--- config.mk ---
export PLATFORM = sky130hd
export DESIGN_NAME = midi_cc_trigger_mapper
export DESIGN_NICKNAME = d
export VERILOG_FILES = /design/src/rtl/mcm_pkg.sv /design/src/rtl/mcm_slot_table.sv /design/src/rtl/mcm_scaler.sv /design/src/rtl/midi_cc_trigger_mapper.sv
export SDC_FILE = /design/constraint.sdc
export NUM_CORES = 1
export LEC_CHECK = 0
export BUFFER_PORTS_ARGS = -buffer_cell sky130_fd_sc_hd__buf_2
export CORE_ASPECT_RATIO = 1.2
export CORE_MARGIN = 3
export CORE_UTILIZATION = 30
export CTS_CLUSTER_SIZE = 30
export DETAILED_ROUTE_END_ITERATION = 12
export PLACE_DENSITY_LB_ADDON = 0.1
export SYNTH_ARGS = -nofsm -noshare
export SYNTH_HDL_FRONTEND = slang
export SYNTH_SLANG_ARGS = --single-unit
--- constraint.sdc ---
create_clock -name clk -period 32.8 [get_ports clk]
set_clock_uncertainty 0.1 [all_clocks]
set_input_delay 6.56 -clock clk [delete_from_list [all_inputs] [get_ports clk]]
set_output_delay 6.56 -clock clk [all_outputs]
set_load 0.05 [all_outputs]
--- src/rtl/mcm_pkg.sv ---
// Shared types and constants for the MIDI CC trigger mapper.
package mcm_pkg;

    localparam int SLOT_REGS     = 8;
    localparam int TRIGGER_SLOTS = 8;
    localparam int SLOT_W        = $clog2(SLOT_REGS);

    localparam logic [7:0] CC_FIRST = 8'hB0;
    localparam logic [7:0] CC_LAST  = 8'hBF;

    localparam logic [6:0] CTRL_RANGE_LAST = 7'd67;
    localparam logic [6:0] CTRL_EXTRA      = 7'd122;

    localparam int SCALE_DIV = 127;

    localparam int CFG_W   = 26;
    localparam int VALUE_W = 16;

    typedef struct packed {
        logic signed [VALUE_W-1:0] span;
        logic                      up_only;
        logic                      toggle;
        logic                      enable;
        logic [6:0]                ctrl;
    } slot_cfg_t;

    typedef struct packed {
        logic                      hit;
        logic [SLOT_W-1:0]         index;
        logic signed [VALUE_W-1:0] span;
        logic                      toggle;
        logic                      up_only;
    } match_t;

endpackage

--- src/rtl/mcm_slot_table.sv ---
// Trigger slot registers and the lowest-slot-first controller match.
module mcm_slot_table
    import mcm_pkg::*;
(
    input  logic              clk,
    input  logic              rst_n,
    input  logic              cfg_we,
    input  logic [SLOT_W-1:0] cfg_index,
    input  logic [CFG_W-1:0]  cfg_data,
    input  logic [6:0]        ctrl,
    output match_t            match
);

    slot_cfg_t slot_reg [SLOT_REGS];

    always_ff @(posedge clk or negedge rst_n)
    begin
        if (!rst_n)
        begin
            for (int i = 0; i < SLOT_REGS; i++)
            begin
                slot_reg[i] <= '0;
            end
        end
        else if (cfg_we)
        begin
            slot_reg[cfg_index] <= slot_cfg_t'(cfg_data);
        end
    end

    always_comb
    begin
        match = '0;
        for (int i = TRIGGER_SLOTS - 1; i >= 0; i--)
        begin
            if (slot_reg[i].enable && (slot_reg[i].ctrl == ctrl))
            begin
                match.hit     = 1'b1;
                match.index   = SLOT_W'(i);
                match.span    = slot_reg[i].span;
                match.toggle  = slot_reg[i].toggle;
                match.up_only = slot_reg[i].up_only;
            end
        end
    end

endmodule

--- src/rtl/mcm_scaler.sv ---
// Scales a data byte by the slot span and divides by 127, truncating toward zero.
module mcm_scaler
    import mcm_pkg::*;
(
    input  logic [6:0]                data,
    input  logic signed [VALUE_W-1:0] span,
    output logic signed [VALUE_W-1:0] value
);

    logic signed [23:0] prod;
    logic               neg;
    logic [23:0]        mag;
    logic [15:0]        a1;
    logic [15:0]        s1;
    logic [8:0]         a2;
    logic [8:0]         s2;
    logic [1:0]         q3;
    logic [15:0]        quo;

    // m = 127*(a1 + a2) + s2, with s2 below 3*127 + 1
    always_comb
    begin
        prod = $signed({{17{1'b0}}, data}) * $signed({{8{span[VALUE_W-1]}}, span});
        neg  = prod[23];
        mag  = neg ? 24'(-prod) : prod;
        a1   = 16'(mag[22:7]);
        s1   = a1 + 16'(mag[6:0]);
        a2   = 9'(s1[15:7]);
        s2   = a2 + 9'(s1[6:0]);
        if (s2 >= 9'(3 * SCALE_DIV))
            q3 = 2'd3;
        else if (s2 >= 9'(2 * SCALE_DIV))
            q3 = 2'd2;
        else if (s2 >= 9'(SCALE_DIV))
            q3 = 2'd1;
        else
            q3 = 2'd0;
        quo   = a1 + 16'(a2) + 16'(q3);
        value = neg ? $signed(~quo + 16'd1) : $signed(quo);
    end

endmodule

--- src/rtl/midi_cc_trigger_mapper.sv ---
// Top level of the MIDI control change trigger mapper.
//
// Input channel: status_byte, controller_number, controller_value, one MIDI
// word per accepted handshake (in_valid high, in_stall low). Output channel:
// slot_index and trigger_value, delivered when out_valid is high and
// out_stall is low. Configuration: cfg_index selects a trigger slot, cfg_data
// carries its 26-bit packing; cfg_ready is always high.
//
// An accepted word waits in the input register until the result register is
// free, then advances; if it fires, out_valid rises with its result.
// Throughput: one word per cycle while no held result is stalled; slot
// match, scaling and the per-slot cache update all resolve between the input
// register and the result register. Words that do not fire leave no result.
//
// Reset clears slot registers, cached values, toggle bits and both valid
// flags. When the receiver stalls with a result held, the input register
// holds too and in_stall rises while a word waits in it.
module midi_cc_trigger_mapper
    import mcm_pkg::*;
(
    input  logic                      clk,
    input  logic                      rst_n,
    input  logic                      in_valid,
    output logic                      in_stall,
    input  logic [7:0]                status_byte,
    input  logic [6:0]                controller_number,
    input  logic [6:0]                controller_value,
    output logic                      out_valid,
    input  logic                      out_stall,
    output logic [2:0]                slot_index,
    output logic signed [VALUE_W-1:0] trigger_value,
    input  logic                      cfg_valid,
    output logic                      cfg_ready,
    input  logic [SLOT_W-1:0]         cfg_index,
    input  logic [CFG_W-1:0]          cfg_data
);

    logic                      in_valid_reg;
    logic [7:0]                status_reg;
    logic [6:0]                ctrl_reg;
    logic [6:0]                data_reg;

    logic                      out_valid_reg;
    logic [2:0]                slot_reg;
    logic signed [VALUE_W-1:0] value_reg;

    logic signed [VALUE_W-1:0] last_value_reg [SLOT_REGS];
    logic [SLOT_REGS-1:0]      toggle_reg;

    match_t                    match;
    logic signed [VALUE_W-1:0] scaled;
    logic                      out_free;
    logic                      advance;
    logic                      in_accept;
    logic                      hit;
    logic                      changed;
    logic                      positive;
    logic                      toggle_next;
    logic                      emit;
    logic signed [VALUE_W-1:0] emit_value;

    assign cfg_ready = 1'b1;

    mcm_slot_table u_slot_table
    (
        .clk       (clk),
        .rst_n     (rst_n),
        .cfg_we    (cfg_valid),
        .cfg_index (cfg_index),
        .cfg_data  (cfg_data),
        .ctrl      (ctrl_reg),
        .match     (match)
    );

    mcm_scaler u_scaler
    (
        .data  (data_reg),
        .span  (match.span),
        .value (scaled)
    );

    assign out_free  = !out_valid_reg || !out_stall;
    assign advance   = in_valid_reg && out_free;
    assign in_stall  = in_valid_reg && !out_free;
    assign in_accept = in_valid && !in_stall;

    always_comb
    begin
        hit = match.hit
            && (status_reg >= CC_FIRST) && (status_reg <= CC_LAST)
            && ((ctrl_reg <= CTRL_RANGE_LAST) || (ctrl_reg == CTRL_EXTRA));
        changed     = hit && (scaled != last_value_reg[match.index]);
        positive    = !scaled[VALUE_W-1] && (scaled != '0);
        toggle_next = !toggle_reg[match.index];
        if (match.toggle)
        begin
            emit       = changed && positive;
            emit_value = VALUE_W'(toggle_next);
        end
        else if (match.up_only)
        begin
            emit       = changed && (scaled != '0);
            emit_value = scaled;
        end
        else
        begin
            emit       = changed;
            emit_value = scaled;
        end
    end

    always_ff @(posedge clk or negedge rst_n)
    begin
        if (!rst_n)
        begin
            in_valid_reg <= 1'b0;
        end
        else if (in_accept)
        begin
            in_valid_reg <= 1'b1;
        end
        else if (advance)
        begin
            in_valid_reg <= 1'b0;
        end
    end

    always_ff @(posedge clk)
    begin
        if (in_accept)
        begin
            status_reg <= status_byte;
            ctrl_reg   <= controller_number;
            data_reg   <= controller_value;
        end
    end

    always_ff @(posedge clk or negedge rst_n)
    begin
        if (!rst_n)
        begin
            for (int i = 0; i < SLOT_REGS; i++)
            begin
                last_value_reg[i] <= '0;
            end
            toggle_reg <= '0;
        end
        else if (advance && changed)
        begin
            last_value_reg[match.index] <= scaled;
            if (match.toggle && positive)
            begin
                toggle_reg[match.index] <= toggle_next;
            end
        end
    end

    always_ff @(posedge clk or negedge rst_n)
    begin
        if (!rst_n)
        begin
            out_valid_reg <= 1'b0;
        end
        else if (advance)
        begin
            out_valid_reg <= emit;
        end
        else if (!out_stall)
        begin
            out_valid_reg <= 1'b0;
        end
    end

    always_ff @(posedge clk)
    begin
        if (advance && emit)
        begin
            slot_reg  <= 3'(match.index);
            value_reg <= emit_value;
        end
    end

    assign out_valid     = out_valid_reg;
    assign slot_index    = slot_reg;
    assign trigger_value = value_reg;

endmodule

==> flow_summary.ini, run 1 <==
[timing]
setup_viol = 0
period_share_pct = 57.2
max_slew.worst_pin.slew_ns = 1.15
setup_tns_ns = 0
final_hold_viol_count = 0
setup_ws_ns = 14.03
holdWs_ns = 0.404
fin_crit_ns = 18.77
slew_viol_final = 0
rsz0062_at_grt = no
fmax_ghz = 0.0533
relSlewSlack_pct = 23.5

[setup_path]
crit_family = compound AO/OA/AOI/OAI gates
worstPathArrival_ns = 19.14
cpPeakStageDelay_ns = 0.75
crit_buf_inv = 11
crit_path_start_kind = register
required_ns = 33.17
crit_fanout = 20
cpMaxStageDelayCell = edfxtp_1
endpoint_kind = register
crit_type = register to register

[final_layout]
largest_reg_flops = 208
fillers = 8226
layout_common_cells = dfrtp_1 (346), mux2_2 (305), inv_1 (137)
nets = 2528
final_common_cell = dfrtp_1
drive_gt1_share_pct = 24.5
final_core_util_pct = 34.2
fin_area_um2 = 27700
syn_to_final_growth_pct = 12.5
final_cells = 3380

[drt]
via_per_inst = 5.07
drt_iter0_markers = 755
ant_nets = 0
via_count = 17100
wl_um = 69400
drt-pass1-iter-count = 5
detail_route.wl_per_cell_um = 20.5
drcViolationCount = 0

[floorplan]
core_area_um2 = 81000
io_pins = 78
dieHeight_um = 320
dieArea_um2 = 85600
die_w_um = 268
rows = 114
initial_core_util_pct = 30.4

[synth]
synth_top_flop_cell = dfrtp_1
postSynth.asyncResetShare_pct = 90.3
synth_area_per_cell_um2 = 11.0
synth_area_um2 = 24600
synthDistinctLibCells = 97
ys_warn_count = 0
synth_cells = 2247
synth_edf_count = 37
ys_seq_area_share_pct = 39.7
yosysTopAreaCell = dfrtp_1
synth-seq-cells = 383
synth.area.top_cells = dfrtp_1 (35%), mux2_2 (14%), fa_1 (7.4%), edfxtp_1 (4.5%), xnor2_1 (4.4%)
syn_nets = 2475
synth_top_cell_area_share_pct = 35.1

[place]
placed_area_um2 = 26200
dp_slack_ns = 13.75
place_congestion = 0.764
port-buffer-count = 72
dp.cells = 3297
hpwlAfterDp_um = 47400

[grt]
grt_max_degree = 162
grt_pass1_wl_um = 109000
first_global_vias = 18300
grt_usage_pct = 16.4
antenna_found_initial = 2
overflow = 0

[cts]
cts_buffer_depth = 3
h-tree-depth = 2
clk_latency_ns = 0.60
cts_sinks = 383
hold_buffers = 0
clk_pin_slew_ns = 0.06
cts_tree = built
cts_root_buf = clkbuf_16
postCtsResizedCells = 0
cts_buffers = 45
cts_setup_buffers = 0

[worst_hold_path]
min_path_type = register to register

[job]
drv_cap = 0

[power_and_ir_drop]
irDropWorstVdd_mv = 0.0394
p_total_mw = 1.90
powerDensity_nw_per_um2 = 68.6
power.leakage_nw = 12.3

[run_status]
status = completed
==> synthesized netlist by cell type (35+ instances only) <==
cell type / number
nor3_1: 66
clkbuf_1: 69
xnor2_1: 123
mux2_2: 305
ha_1: 81
nor2_1: 138
inv_1: 137
nand4_1: 39
o21ai_0: 36
edfxtp_1: 37
a211oi_1: 35
nor2b_1: 99
fa_1: 91
nand2_1: 85
dfrtp_1: 346
a21oi_1: 101
==> logic make-up (layout without fill, tap and decap cells) <==
family	Yosys count	after routing	synth area share, %
xor gates and xnor gates	153	153	5.56
muxes	349	349	16.2
DFF	383	383	39.7
buffers and inverters	249	337	4.38
other	1	2	0.0152
AOI/OAI and AO/OA	356	356	10.2
adders and majority gates	172	172	11.5
and+or+nand+nor	584	584	12.4
==> area by class of cell <==
class | instances | area [µm²] | area share (%)
sequential | 383 | 9770 | 35.3
inverter | 138 | 518 | 1.87
tap | 1044 | 1310 | 4.71
clock buffer | 67 | 1320 | 4.76
clock inverter | 15 | 226 | 0.817
multi-input combinational | 1615 | 13800 | 50.0
antenna | 1 | 2.50 | 0.00903
timing repair buffer | 117 | 721 | 2.60
==> routing by layer <==
| layer | wire, µm | GRT usage (%) |
|---|---|---|
| met2 | 35200 | 29.2 |
| met4 | 1420 | 3.95 |
| met5 | 0 | 0 |
| met3 | 1820 | 2.01 |
| met1 | 30900 | 21.1 |
==> final timing paths <==
check | endpoint | startpoint | slack [ns] | cells past startpoint
setup / recovery | last_value_reg[26] | ctrl_reg[1] | 14.03 | 74
hold / removal | u_slot_table.slot_reg[192] | u_slot_table.slot_reg[192] | 0.40 | 1
setup reg to reg | last_value_reg[26] | ctrl_reg[1] | 14.03 | 74
hold reg to reg | u_slot_table.slot_reg[192] | u_slot_table.slot_reg[192] | 0.40 | 1
max in group asynchronous | last_value_reg[60] | rst_n | 25.04 | 2
min in group asynchronous | u_slot_table.slot_reg[53] | rst_n | 5.89 | 1
==> worst reg2reg max path, delay by kind of cell (launching register included) <==
family	cells	cell delay, ns
flops	1	0.75
simple gates	17	3.73
fa+ha+maj	11	4.44
mux	1	0.46
buf+inv	11	1.50
compound gates	28	5.89
xor+xnor	6	1.78
==> power breakdown <==
part | switching (mW) | total, mW | internal [mW]
sequential | 0.0374 | 0.585 | 0.547
combinational | 0.490 | 0.793 | 0.302
clock | 0.211 | 0.523 | 0.312
total | 0.739 | 1.90 | 1.16
No activity file was read; power rests on OpenSTA's default activity.
==> run 2: changes to the inputs <==
--- a/config.mk
+++ b/config.mk
@@ -5,6 +5,7 @@
 export SDC_FILE = /design/constraint.sdc
 export NUM_CORES = 1
 export LEC_CHECK = 0
+export ABC_AREA = 1
 export BUFFER_PORTS_ARGS = -buffer_cell sky130_fd_sc_hd__buf_2
 export CORE_ASPECT_RATIO = 1.2
 export CORE_MARGIN = 3
==> constraint.sdc (replaced) <==
create_clock -name clk -period 18.2 [get_ports clk]
set_clock_uncertainty 0.1 [all_clocks]
set_input_delay 3.64 -clock clk [delete_from_list [all_inputs] [get_ports clk]]
set_output_delay 3.64 -clock clk [all_outputs]
set_load 0.05 [all_outputs]
==> run 2 against run 1 <==
  * Cell area decreased by 1.4%
  * Largest power group unchanged
  * Final cell count up 27%
  * Power rose by 72%
  * Synthesized cell count rose by 41%
  * Critical path depth increased by 17
  * Register-to-register slack worse by 12 ns
  * Largest cell class unchanged
==> flow_summary.ini, run 2 <==
[setup_path]
worstPathArrival_ns = 17.08
crit_type = register to register
cpMaxStageDelayCell = edfxtp_1
r2r_slack_ns = 1.54
endpoint = last_value_reg[32]
r2r_start = ctrl_reg[5]
startpoint = ctrl_reg[5]
cpMostUsedCell = nand2_1
crit_fanout = 39
rr_endpoint = last_value_reg[32]
required_ns = 18.62
endpoint_kind = register
cpPeakStageDelay_ns = 0.62
crit_path_start_kind = register
r2r_cells = 91

[timing]
period_share_pct = 91.5
relSlewSlack_pct = 25.1
fmax_ghz = 0.0600
fin_crit_ns = 16.66
setup_viol = 0
slew_viol_final = 0
setup_tns_ns = 0
final_hold_viol_count = 0
rsz0062_at_grt = no
max_slew.worst_pin.slew_ns = 1.12

[final_layout]
fillers = 8532
syn_to_final_growth_pct = 11.1
final_core_util_pct = 33.8
layout_common_cells = nand2_1 (866), inv_1 (374), dfrtp_1 (346)
drive_gt1_share_pct = 7.97
final_common_cell = nand2_1
nets = 3437
antenna_cells = 0
largest_reg_flops = 208
final_cells = 4282

[drt]
drt_iter0_markers = 1266
ant_nets = 0
detail_route.wl_per_cell_um = 17.1
via_per_inst = 4.82
wl_um = 73300
via_count = 20700
drt-pass1-iter-count = 7
drcViolationCount = 0

[cts]
cts_buffer_depth = 3
h-tree-depth = 2
cts_sinks = 383
clk_latency_ns = 0.58
cts_buffers = 47
hold_buffers = 0
cts_root_buf = clkbuf_16
cts_tree = built
clk_pin_slew_ns = 0.06

[power_and_ir_drop]
p_total_mw = 3.27
irDropWorstVdd_mv = 0.0745
powerDensity_nw_per_um2 = 120
power.leakage_nw = 14.2

[grt]
grt_pass1_wl_um = 117000
grt_max_degree = 90
grt_usage_pct = 17.2
first_global_vias = 20300
overflow = 0
antenna_found_initial = 0

[synth]
postSynth.asyncResetShare_pct = 90.3
synth_top_cell_area_share_pct = 35.2
ys_warn_count = 0
synth-seq-cells = 383
netlist_top_cells_count = nand2_1 (867), inv_1 (374), dfrtp_1 (346)
yosysTopAreaCell = dfrtp_1
synthDistinctLibCells = 60
synth_area_per_cell_um2 = 7.74
synth_top_flop_cell = dfrtp_1
synth.area.top_cells = dfrtp_1 (35%), nand2_1 (13%), fa_1 (7.4%), o21ai_0 (7.0%), inv_1 (5.7%)
synth_area_um2 = 24600
synth_edf_count = 37
synth.most_common_cell = nand2_1
syn_nets = 3406
synth_cells = 3178
ys_seq_area_share_pct = 39.7

[run_status]
status = completed

[place]
place_congestion = 0.824
port-buffer-count = 72
dp.cells = 4198
hpwlAfterDp_um = 52000

[floorplan]
dieHeight_um = 320
io_pins = 78
initial_core_util_pct = 30.4
core_area_um2 = 80900
die_w_um = 267
rows = 114
dieArea_um2 = 85500

[job]
drv_cap = 0

[worst_hold_path]
min_path_type = register to register
## run 2: worst max-delay path, delay by kind of cell (launching register included)
kind            cells  cell delay, ns
buf+inv            15            1.95
simple gates       47            5.68
compound gates     16            3.53
xor+xnor            3            0.80
flops               1            0.62
fa+ha+maj          10            3.80
## run 2: worst min-delay path by stage
stage | slack (ns) | cells after the start | start | endpoint
floorplan | 0.34 | 2 | toggle_reg[3] | toggle_reg[3]
global placement | 0.36 | 2 | u_slot_table.slot_reg[114] | u_slot_table.slot_reg[114]
detailed placement | 0.37 | 2 | toggle_reg[3] | toggle_reg[3]
CTS | 0.38 | 2 | toggle_reg[3] | toggle_reg[3]
global route | 0.40 | 2 | u_slot_table.slot_reg[120] | u_slot_table.slot_reg[120]
finish | 0.37 | 2 | toggle_reg[3] | toggle_reg[3]
## run 2: area by class of cell
cell class | instances | area (µm²) | area share (%)
Inverter | 403 | 1520 | 5.57
Clock buffer | 66 | 1300 | 4.75
Tap cell | 1044 | 1310 | 4.78
Multi-Input combinational cell | 2263 | 12600 | 46.3
Clock inverter | 12 | 90.1 | 0.330
Timing Repair Buffer | 111 | 688 | 2.52
Sequential cell | 383 | 9770 | 35.8
## run 2: cells by family (layout without fill, tap and decap cells)
group / count (synthesis) / after routing / synth area share, %
flip-flops: 383 / 383 / 39.7
AND/OR/NAND/NOR: 1408 / 1408 / 24.0
other: 1 / 1 / 0.0152
buffers and inverters: 532 / 592 / 9.03
XOR/XNOR: 68 / 68 / 2.42
adder cells (fa/ha/maj): 172 / 172 / 11.5
AO/OA/AOI/OAI: 614 / 614 / 13.3
## run 2: stage by stage
stage	worst slack [ns]	area [µm²]	hold slack [ns]
6_report	1.54	27300	0.375
5_1_grt	0.00631	27300	0.395
2_1_floorplan	3.38	24600	0.342
3_5_place_dp	0.985	25800	0.366
3_3_place_gp	1.04	25800	0.359
4_1_cts	0.882	27200	0.381
## run 2: layer usage
| metal | GRT usage, % | share of wire (%) | vias up |
|---|---|---|---|
| li1 | - | - | 10200 |
| met1 | 23.9 | 48 | 9939 |
| met2 | 28.3 | 46 | 402 |
| met3 | 2.33 | 3.8 | 99 |
| met4 | 3.97 | 2.1 | 0 |
| met5 | 0 | 0 | - |
## run 2: power breakdown
| part | total (mW) | leakage (nW) | internal [mW] | switching [mW] |
|---|---|---|---|---|
| registers | 1.03 | 4.52 | 0.974 | 0.0538 |
| clock network | 0.876 | 0.681 | 0.496 | 0.380 |
| logic | 1.36 | 8.97 | 0.418 | 0.946 |
| total | 3.27 | 14.2 | 1.89 | 1.38 |
## run 2: repair_timing
action                                  CTS  global route
endpoints found under the setup margin    0           148
gates resized for setup                   0             5
setup buffers                             0             6
==> run 3: changes to the inputs <==
--- a/config.mk
+++ b/config.mk
@@ -15,4 +15,5 @@
 export PLACE_DENSITY_LB_ADDON = 0.1
 export SYNTH_ARGS = -nofsm -noshare
 export SYNTH_HDL_FRONTEND = slang
+export SYNTH_HIERARCHICAL = 1
 export SYNTH_SLANG_ARGS = --single-unit
==> run 3 against run 2 <==
  * Area after synthesis increased by 5.4%
  * First-iteration DRC count increased by 4.7%
  * Critical path depth increased by 4
  * Synthesized cell count increased by 12%
  * Setup slack improved by 0.37 ns
  * Routed wire length increased by 6.6%
  * Die area increased by 5.3%
==> flow_summary.ini, run 3 <==
[setup_path]
cpMaxStageDelayCell = edfxtp_1
r2r_start = ctrl_reg[0]
endpoint_kind = register
r2r_cells = 95
crit_path_start_kind = register
crit_family = simple AND/OR/NAND/NOR gates
crit_type = register to register
cpPeakStageDelay_ns = 0.63
rr_endpoint = last_value_reg[5]
required_ns = 18.54
crit_buf_inv = 18
r2r_slack_ns = 1.91
crit_fanout = 44
cpMostUsedCell = nand2_1
worstPathArrival_ns = 16.63

[final_layout]
final_cells = 4755
largest_reg_flops = 208
final_common_cell = nand2_1
layout_common_cells = nand2_1 (1218), inv_1 (526), dfrtp_1 (346)
fillers = 9322
antenna_cells = 0
syn_to_final_growth_pct = 11.8
multi_input_area_um2 = 13300
nets = 3815
regArea_um2 = 9770
final_core_util_pct = 34.0
drive_gt1_share_pct = 8.61

[synth]
ys_seq_area_share_pct = 37.7
synth_area_per_cell_um2 = 7.28
synth_top_flop_cell = dfrtp_1
yosysTopAreaCell = dfrtp_1
synth_top_cell_area_share_pct = 33.4
synth-seq-cells = 383
postSynth.asyncResetShare_pct = 90.3
ys_warn_count = 6
synth_cells = 3561
synth.area.top_cells = dfrtp_1 (33%), nand2_1 (18%), inv_1 (7.6%), fa_1 (7.0%), o21ai_0 (6.0%)
syn_nets = 3789
synthDistinctLibCells = 54
synth_edf_count = 37
synth.most_common_cell = nand2_1
synth_area_um2 = 25900
netlist_top_cells_count = nand2_1 (1223), inv_1 (526), dfrtp_1 (346)

[drt]
drt-pass1-iter-count = 5
detail_route.wl_per_cell_um = 16.4
drt_iter0_markers = 1325
dr_wl_met3_um = 2170
wl_met1_um = 36800
via_count = 21400
via_per_inst = 4.51
ant_nets = 0
drcViolationCount = 0
wl_um = 78200
wl_met2_um = 37500
top_layer_used = met4

[timing]
holdWs_ns = 0.379
max_slew.worst_pin.slew_ns = 1.12
setup_viol = 0
period_share_pct = 89.5
fin_crit_ns = 16.29
slew_viol_final = 0
rsz0062_at_grt = no
fmax_ghz = 0.0614
final_hold_viol_count = 0
relSlewSlack_pct = 25.2
setup_tns_ns = 0
setup_ws_ns = 1.91

[grt]
grt_usage_pct = 17.9
overflow = 0
first_global_vias = 21800
grt_max_degree = 121
grt_pass1_wl_um = 127000
antenna_found_initial = 0

[worst_hold_path]
hold_end = last_value_reg[66]
min_path_type = register to register
hp-start = last_value_reg[66]
hold_depth = 2

[floorplan]
io_pins = 78
die_w_um = 274
dieArea_um2 = 90000
initial_core_util_pct = 30.4
core_area_um2 = 85300
rows = 117
dieHeight_um = 328

[power_and_ir_drop]
irDropWorstVdd_mv = 0.0682
powerDensity_nw_per_um2 = 109
power.leakage_nw = 15.8

[cts]
cts_buffers = 47
cts_sinks = 383
cts_tree = built
cts_root_buf = clkbuf_16
clk_pin_slew_ns = 0.06
cts_buffer_depth = 3
hold_buffers = 0
h-tree-depth = 2
clk_latency_ns = 0.59

[run_status]
status = completed

[place]
hpwlAfterDp_um = 54400
place_congestion = 0.803
dp_slack_ns = 1.48
dp.cells = 4659
port-buffer-count = 72

[job]
drv_cap = 0
## run 3: cell types whose count changed after synthesis, moves of 13 or more
cell / change
nand3_1: +37
inv_1: +152
nand2_1: +356
a31oi_1: +17
a21oi_1: -26
o311ai_0: -16
nand3_2: +13
buf_2: +17
o21ai_0: -32
nor2_1: -58
o22ai_1: -27
o21ai_1: -48
## run 3: cell type report
type                       instances  area share, %
clock buffer                      77           4.93
clock inverter                    10          0.578
inverter                         544           7.08
multi-input combinational       2478           45.9
sequential                       383           33.7
tap                             1130           4.87
timing repair buffer             133           2.94
## run 3: metal layers
metal	GRT usage [%]	up-vias
met5	0	-
met3	1.78	83
li1	-	11000
met1	24.3	10000
met2	30.7	262
met4	3.95	0
## run 3: report_power, final
part / total, mW / switching, mW / internal (mW) / leakage [nW]
clock: 0.975 / 0.383 / 0.592 / 0.778
sequential: 1.03 / 0.0631 / 0.972 / 4.51
combinational: 1.16 / 0.790 / 0.367 / 10.5
## run 3: logic make-up (layout without fill, tap and decap cells)
| group | after synthesis | count (layout) | synth area share [%] |
|---|---|---|---|
| xor gates and xnor gates | 76 | 76 | 2.62 |
| buffers and inverters | 700 | 764 | 11.2 |
| adders and majority gates | 172 | 172 | 10.9 |
| AOI/OAI and AO/OA | 475 | 475 | 9.60 |
| DFF | 383 | 383 | 37.7 |
| and+or+nand+nor | 1754 | 1754 | 27.9 |
| other | 1 | 1 | 0.0145 |
## run 3: metrics by stage
stage          total power, mW  area [µm²]
3_5_place_dp              2.23       27300
4_1_cts                   3.23       28900
2_1_floorplan             1.82       25900
5_1_grt                   3.42       29000
6_report                  3.17       29000
3_3_place_gp              2.23       27300
## run 3: worst max path at each step
stage / endpoint / startpoint / depth (start not counted)
2_1_floorplan: slot_index[0] / ctrl_reg[5] / 97
3_3_place_gp: last_value_reg[5] / ctrl_reg[6] / 96
3_5_place_dp: last_value_reg[14] / ctrl_reg[6] / 96
4_1_cts: last_value_reg[5] / ctrl_reg[6] / 96
5_1_grt: last_value_reg[5] / ctrl_reg[0] / 94
6_report: last_value_reg[5] / ctrl_reg[0] / 95
## run 3: what timing repair did
item                       in CTS  in global routing
setup endpoints to repair       0                 61
resized for setup               0                  2
hold endpoints to repair        0                  0
setup buffers                   0                  9
## run 3: worst min-delay path, stage by stage (launching register included)
cell     delay (ns)
dfrtp_1        0.34
o21ai_1        0.06
nand2_1        0.05
